--- config.mk ---
export PLATFORM = sky130hd
export DESIGN_NAME = r2fft_ctrl
export DESIGN_NICKNAME = d
export VERILOG_FILES = /design/src/rtl/r2fft_pkg.sv /design/src/rtl/r2fft_ctrl.sv
export SDC_FILE = /design/constraint.sdc
export NUM_CORES = 1
export LEC_CHECK = 0
export BUFFER_PORTS_ARGS = -buffer_cell sky130_fd_sc_hd__buf_2
export CAP_MARGIN = 25
export CORE_ASPECT_RATIO = 0.9
export CORE_UTILIZATION = 40
export DETAILED_ROUTE_END_ITERATION = 8
export GPL_TIMING_DRIVEN = 0
export PLACE_DENSITY = 0.62
export SYNTH_ARGS = -nofsm -noshare
export SYNTH_HDL_FRONTEND = slang
export SYNTH_SLANG_ARGS = --single-unit
export TNS_END_PERCENT = 10
--- constraint.sdc ---
create_clock -name clk -period 3.3 [get_ports clk]
set_input_delay 0 -clock clk [delete_from_list [all_inputs] [get_ports clk]]
set_output_delay 0 -clock clk [all_outputs]
set_load 0.01 [all_outputs]
--- src/rtl/r2fft_pkg.sv ---
// Shared constants, types and twiddle ROM for the radix-2 FFT block.
// No dependencies.
package r2fft_pkg;

    localparam int MAX_POINTS_DEF   = 64;
    localparam int SAMPLE_WIDTH_DEF = 16;
    localparam int DW = 16;
    localparam int IW = 6;

    localparam logic [0:0] REG_LOG2 = 1'b0;
    localparam logic [0:0] REG_INV  = 1'b1;

    // Controller to datapath commands
    typedef struct packed {
        logic         wr_in;
        logic [IW-1:0] in_addr;
        logic         rd;
        logic [IW-1:0] rd_addr;
        logic         bf_cap_a;
        logic         bf_cap_b;
        logic         bf_wr_a;
        logic         bf_wr_b;
        logic [IW-1:0] wr_addr;
        logic [4:0]   tw;
        logic         inv;
    } cmd_t;

    // Quarter-wave sine, Q1.15
    function automatic logic signed [16:0] sine_q(input logic [4:0] k);
        logic signed [16:0] v;
        case (k)
            5'd0:  v = 17'sd0;
            5'd1:  v = 17'sd3212;
            5'd2:  v = 17'sd6393;
            5'd3:  v = 17'sd9512;
            5'd4:  v = 17'sd12540;
            5'd5:  v = 17'sd15447;
            5'd6:  v = 17'sd18205;
            5'd7:  v = 17'sd20788;
            5'd8:  v = 17'sd23170;
            5'd9:  v = 17'sd25330;
            5'd10: v = 17'sd27246;
            5'd11: v = 17'sd28899;
            5'd12: v = 17'sd30274;
            5'd13: v = 17'sd31357;
            5'd14: v = 17'sd32138;
            5'd15: v = 17'sd32610;
            5'd16: v = 17'sd32767;
            default: v = 17'sd0;
        endcase
        return v;
    endfunction

endpackage

--- src/rtl/r2fft_ctrl.sv ---
// Sequencer for load, butterfly stages and output of the radix-2 FFT.
// Depends on r2fft_pkg.
module r2fft_ctrl
    import r2fft_pkg::*;
#(
    parameter int MAX_POINTS = MAX_POINTS_DEF
) (
    input  logic          clk,
    input  logic          rst_n,
    input  logic          cfg_valid,
    input  logic [0:0]    cfg_index,
    input  logic [2:0]    cfg_data,
    input  logic          in_valid,
    output logic          in_ready,
    output logic          out_valid,
    input  logic          out_ready,
    output logic [IW-1:0] out_idx,
    output logic          out_last,
    output cmd_t          cmd
);
    localparam int LMAX = (MAX_POINTS >= 64) ? 6 : $clog2(MAX_POINTS + 1) - 1;

    localparam logic [2:0] S_LOAD = 3'd0;
    localparam logic [2:0] S_BF   = 3'd1;
    localparam logic [2:0] S_OUT  = 3'd2;

    logic [2:0]    state_reg;
    logic [2:0]    l2_reg;
    logic          inv_reg;
    logic [IW-1:0] cnt_reg;
    logic [2:0]    stage_reg;
    logic [IW-1:0] bf_reg;
    logic [2:0]    ph_reg;
    logic [IW:0]   oc_reg;
    logic          ov_reg;
    logic [IW-1:0] oidx_reg;
    logic          olast_reg;
    logic [2:0]    bits;
    logic [IW-1:0] nm1, rev, a_addr, b_addr, half, jj, tmul;

    always_comb
    begin
        bits = (l2_reg == 3'd0) ? 3'd1 : ((l2_reg > 3'(LMAX)) ? 3'(LMAX) : l2_reg);
        nm1  = IW'((7'd1 << bits) - 7'd1);
        rev  = '0;
        for (int b = 0; b < IW; b++)
        begin
            if (b < bits)
            begin
                rev[bits - 3'd1 - 3'(b)] = cnt_reg[b];
            end
        end
        // butterfly bf_reg in stage: group index above stage bits, j below
        half   = IW'(7'd1 << stage_reg);
        jj     = bf_reg & (half - 1'b1);
        a_addr = ((bf_reg & ~(half - 1'b1)) << 1) | jj;
        b_addr = a_addr | half;
        tmul   = IW'(jj << (3'd5 - stage_reg));
    end

    // no new sample until the last point of the previous frame is taken
    assign in_ready  = (state_reg == S_LOAD) && !ov_reg;
    assign out_valid = ov_reg;
    assign out_idx   = oidx_reg;
    assign out_last  = olast_reg;

    // Command decode
    always_comb
    begin
        cmd          = '0;
        cmd.inv      = inv_reg;
        cmd.in_addr  = rev;
        cmd.wr_in    = in_valid && in_ready;
        cmd.tw       = tmul[4:0];
        cmd.wr_addr  = (ph_reg == 3'd5) ? b_addr : a_addr;
        if (state_reg == S_BF)
        begin
            cmd.rd       = 1'b1;
            cmd.rd_addr  = (ph_reg == 3'd0) ? a_addr : b_addr;
            cmd.bf_cap_a = (ph_reg == 3'd1);
            cmd.bf_cap_b = (ph_reg == 3'd2);
            cmd.bf_wr_a  = (ph_reg == 3'd4);
            cmd.bf_wr_b  = (ph_reg == 3'd5);
        end
        else
        begin
            // keep reading the shown point while it waits
            cmd.rd_addr = ov_reg ? oidx_reg : oc_reg[IW-1:0];
        end
    end

    always_ff @(posedge clk or negedge rst_n)
    begin
        if (!rst_n)
        begin
            state_reg <= S_LOAD;
            l2_reg    <= 3'd6;
            inv_reg   <= 1'b0;
            cnt_reg   <= '0;
            stage_reg <= '0;
            bf_reg    <= '0;
            ph_reg    <= '0;
            oc_reg    <= '0;
            ov_reg    <= 1'b0;
            oidx_reg  <= '0;
            olast_reg <= 1'b0;
        end
        else
        begin
            if (cfg_valid)
            begin
                if (cfg_index == REG_LOG2)
                begin
                    l2_reg  <= cfg_data;
                    cnt_reg <= '0;
                end
                else
                begin
                    inv_reg <= cfg_data[0];
                end
            end
            case (state_reg)
                S_LOAD:
                begin
                    if (in_valid && !ov_reg)
                    begin
                        if (cnt_reg == nm1)
                        begin
                            cnt_reg   <= '0;
                            stage_reg <= '0;
                            bf_reg    <= '0;
                            ph_reg    <= '0;
                            state_reg <= S_BF;
                        end
                        else
                        begin
                            cnt_reg <= cnt_reg + 1'b1;
                        end
                    end
                end
                S_BF:
                begin
                    if (ph_reg == 3'd5)
                    begin
                        ph_reg <= '0;
                        if (bf_reg == (nm1 >> 1))
                        begin
                            bf_reg <= '0;
                            if (stage_reg == bits - 3'd1)
                            begin
                                oc_reg    <= '0;
                                state_reg <= S_OUT;
                            end
                            else
                            begin
                                stage_reg <= stage_reg + 3'd1;
                            end
                        end
                        else
                        begin
                            bf_reg <= bf_reg + 1'b1;
                        end
                    end
                    else
                    begin
                        ph_reg <= ph_reg + 3'd1;
                    end
                end
                S_OUT:
                begin
                    // read issued at oc; store data is valid with ov and held until taken
                    if (!ov_reg || out_ready)
                    begin
                        if (ph_reg == 3'd1)
                        begin
                            ov_reg    <= 1'b1;
                            oidx_reg  <= oc_reg[IW-1:0];
                            olast_reg <= (oc_reg[IW-1:0] == nm1);
                            ph_reg    <= '0;
                            if (oc_reg[IW-1:0] == nm1)
                            begin
                                state_reg <= S_LOAD;
                            end
                            else
                            begin
                                oc_reg <= oc_reg + 1'b1;
                            end
                        end
                        else
                        begin
                            ov_reg <= 1'b0;
                            ph_reg <= 3'd1;
                        end
                    end
                end
                default: state_reg <= S_LOAD;
            endcase
            if (state_reg != S_OUT && ov_reg && out_ready)
            begin
                ov_reg <= 1'b0;
            end
        end
    end
endmodule

==> results by group <==
CTS
  • Clk buf depth: 2
  • Clk Latency, worst-skew pair: 0.30 ns
  • Worst-path clk slew: 0.09 ns
  • Clock Sinks: 38
  • H-tree lvl count: 2
  • CTS root buf: clkbuf_8
  • CTS tree: done
  • CTS Buf Count: 5

Logic synthesis
  • Yosys cell types: 72
  • Post-Syn Nets: 485
  • Sequential area share after synthesis: 26.4%
  • Primary FF master, synth: dfrtp_1
  • Post-synth top area share: 25.0%
  • Synth top area cells: dfrtp_1 25%, ha_1 6.2%, nand2_1 5.1%
  • Average size of a mapped cell: 7.88 sq um
  • Synthesized area: 3610 sq um
  • EDFF count, synth: 0
  • Register bit total from synthesis: 38
  • Yosys top cell by area: dfrtp_1
  • Asr flop ratio synth: 100%
  • Synth Warn #: 0
  • Cells after Synth: 458

Timing
  • Rel. slew slack: 41.7%
  • Final period utilization: 100%
  • RSZ-0062 raised after global routing: true
  • Least-Margin Pin Slew: 0.874 ns
  • Setup ws final: -0.0155 ns
  • Hold Vio Cnt, Final: 0
  • FMAX: 0.302 GHz
  • Min Tclk post-route: 3.32 ns
  • Finish-stage setup viols: 2
  • Count of pins over their slew limit: 0
  • Final hold slack: 0.0348 ns
  • Worst Skew: 0.00753 ns

Critical path
  • Crit Path Category: reg -> reg
  • Slowest library cell on the worst path: dfstp_2
  • CP Cell Sequence: or2b_1 > nand2_2 > nand2_4 > inv_4 > ha_4 > clkbuf_8 > nand2_4 > ha_4 > xnor2_1 > a311o_1 > a21o_1 > a211o_4 > or4_4 > mux2i_1
  • R2r setup slk: -0.02 ns
  • Data required, critical path: 3.46 ns
  • Startpoint types: flip-flop
  • Crit end category: flip-flop
  • Worst EP arrival: 3.48 ns
  • Worst-path fanout max: 8
  • Worst path max stage delay: 0.55 ns

Layout
  • N_diodes: 0
  • Final Util: 50.6%
  • Final nets: 550
  • Non-filler cells, final: 643
  • Layout cells sized above 1: 21.9%
  • Area Overhead vs Synth: 21.3%

Placement
  • Port buffer count: 47
  • Sum of net half-perimeters after detailed placement: 7780 microns
  • Placed cell count: 624
  • Gp weighted congestion: 0.911
  • Post-Place Worst Slack: -0.463 ns

Drt
  • Routed wire per std cell: 16.5 microns
  • Vias: 3794
  • Final WL: 10600 microns
  • Detailed Route Iter0 Violations: 290
  • TritonRoute pass-1 iters: 5
  • Routed Antenna Nets: 0
  • Routed vias/inst: 5.90
  • DRC Markers: 0

Floorplanning
  • Die Footprint: 9400 sq um
  • # IOs: 48
  • Die Y: 92.1 microns
  • Site row count: 32
  • Initial Util: 41.7%
  • Placeable Area: 8650 sq um
  • Die width: 102 microns

GRT
  • Largest net degree at the start of global routing: 39
  • First-pass GRT wire length: 17600 microns
  • GR Util All Layers: 23.6%
  • Initial antenna violation count: 0
  • Total global routing overflow: 0
  • Vias in the first global route: 3539

Status
  • Failing checks: setup timing
  • Status: complete, but fails checks

Run
  • Max Cap Viol: 0

Power and ir drop
  • Power per standard cell area: 817 nW/um^2
  • Peak supply drop: 0.000394 V
  • P_leak: 1.92 nW

Hold path
  • Min-Delay Path Class: in -> reg
[timing repair]
item / 4_1_cts / 5_1_grt
hold buffers: 4 / 0
pin swaps: 8 / 3
hold endpoints to repair: 40 / 0
gates resized for setup: 16 / 15
setup endpoints to repair: 24 / 23
buffers inserted: 9 / 0
[worst max-delay path, delay by kind of cell, from the launching register on]
family / cells / cell delay (ns)
AO/OA/AOI/OAI: 3 / 0.83
XOR/XNOR: 1 / 0.12
adder cells (fa/ha/maj): 2 / 0.36
buffers and inverters: 2 / 0.20
flip-flops: 1 / 0.55
multiplexers: 1 / 0.14
AND/OR/NAND/NOR: 5 / 0.97
[power breakdown]
group          switching (mW)  internal, mW  leakage [nW]
clock network           0.186         0.303        0.0683
logic                    1.41         0.933          1.35
registers               0.162         0.589         0.502
total                    1.75          1.82          1.92
[layer usage]
| metal | global-route usage [%] | up-vias | wire [microns] |
|---|---|---|---|
| met1 | 34.9 | 1832 | 5030 |
| met3 | 3.96 | 9 | 744 |
| li1 | - | 1810 | - |
| met5 | 0 | - | 0 |
| met2 | 35.9 | 143 | 4790 |
| met4 | 4.64 | 0 | 74 |
[final cells by class]
| class | instances | area [sq um] |
|---|---|---|
| Clock inverter | 3 | 68.8 |
| Fill cell | 848 | 4270 |
| Inverter | 26 | 109 |
| Buffer | 34 | 168 |
| Multi-Input combinational cell | 358 | 2520 |
| Timing Repair Buffer | 60 | 343 |
| Tap cell | 119 | 149 |
| Clock buffer | 5 | 68.8 |
| Sequential cell | 38 | 955 |
[synth_stat cells (5+ instances only)]
master / count
dfrtp_1: 36
nor3_1: 8
xor2_1: 11
and2_1: 5
inv_1: 24
nand2b_1: 9
o31ai_1: 6
a21o_1: 7
a31oi_1: 12
nand2_1: 49
a211oi_1: 7
a21oi_1: 18
o22ai_1: 8
nand3_1: 18
xnor2_1: 6
mux2_2: 5
ha_1: 18
o21ai_0: 30
nor2b_1: 12
nor2_1: 28
and3_1: 7
clkbuf_1: 27
mux2i_1: 9
[cells by family (layout without fill, tap and decap cells)]
logic type	Yosys count	count (layout)	synth area share [%]
muxes	15	15	4.68
adders and majority gates	18	18	6.24
xor gates and xnor gates	18	18	4.75
AOI/OAI and AO/OA	138	138	26.4
and+or+nand+nor	169	169	24.4
DFF	38	38	26.4
buffers and inverters	62	128	7.15
[final timing paths]
kind                             from      endpoint  cells past startpoint
max in group asynchronous       rst_n  stage_reg[0]                      2
max reg2reg                 l2_reg[1]  state_reg[1]                     14
max                         l2_reg[1]  state_reg[1]                     14
min in group asynchronous       rst_n    cnt_reg[3]                      2
min reg2reg                out_idx[1]    out_idx[1]                      2
min                         cfg_index       inv_reg                      3
[placed cells by master (no fill, tap or decap), drive strengths merged, types with 4 or more instances in the layout]
cell and count:
nor2b 13, a31oi 12, ha 18, o21ai 31
o22ai 8, nor2 28, and3 7, o211a 4
inv 24, a21o 7, mux2i 9, a21oi 18
or4 5, nor3b 4, and2 5, a211oi 7
nor3 8, nand4 4, clkbuf 29, xnor2 6
xor2 11, nand3 18, nand2 50, buf 66
dfrtp 36, o211ai 4, nand2b 9, o31ai 6
a2111oi 4, mux2 5, dlygate4sd3 4
[metrics by stage]
step	total power [mW]	cell area, sq um	setup TNS [ns]
after detailed placement	2.90	4030	-5.56
after global placement	2.88	4030	-4.96
final	3.58	4380	-0.0228
after floorplan	2.27	3650	0
after CTS	3.51	4330	-0.0932
after global routing	3.87	4380	-0.707
Note: power is estimated with default switching activity, not from simulation.
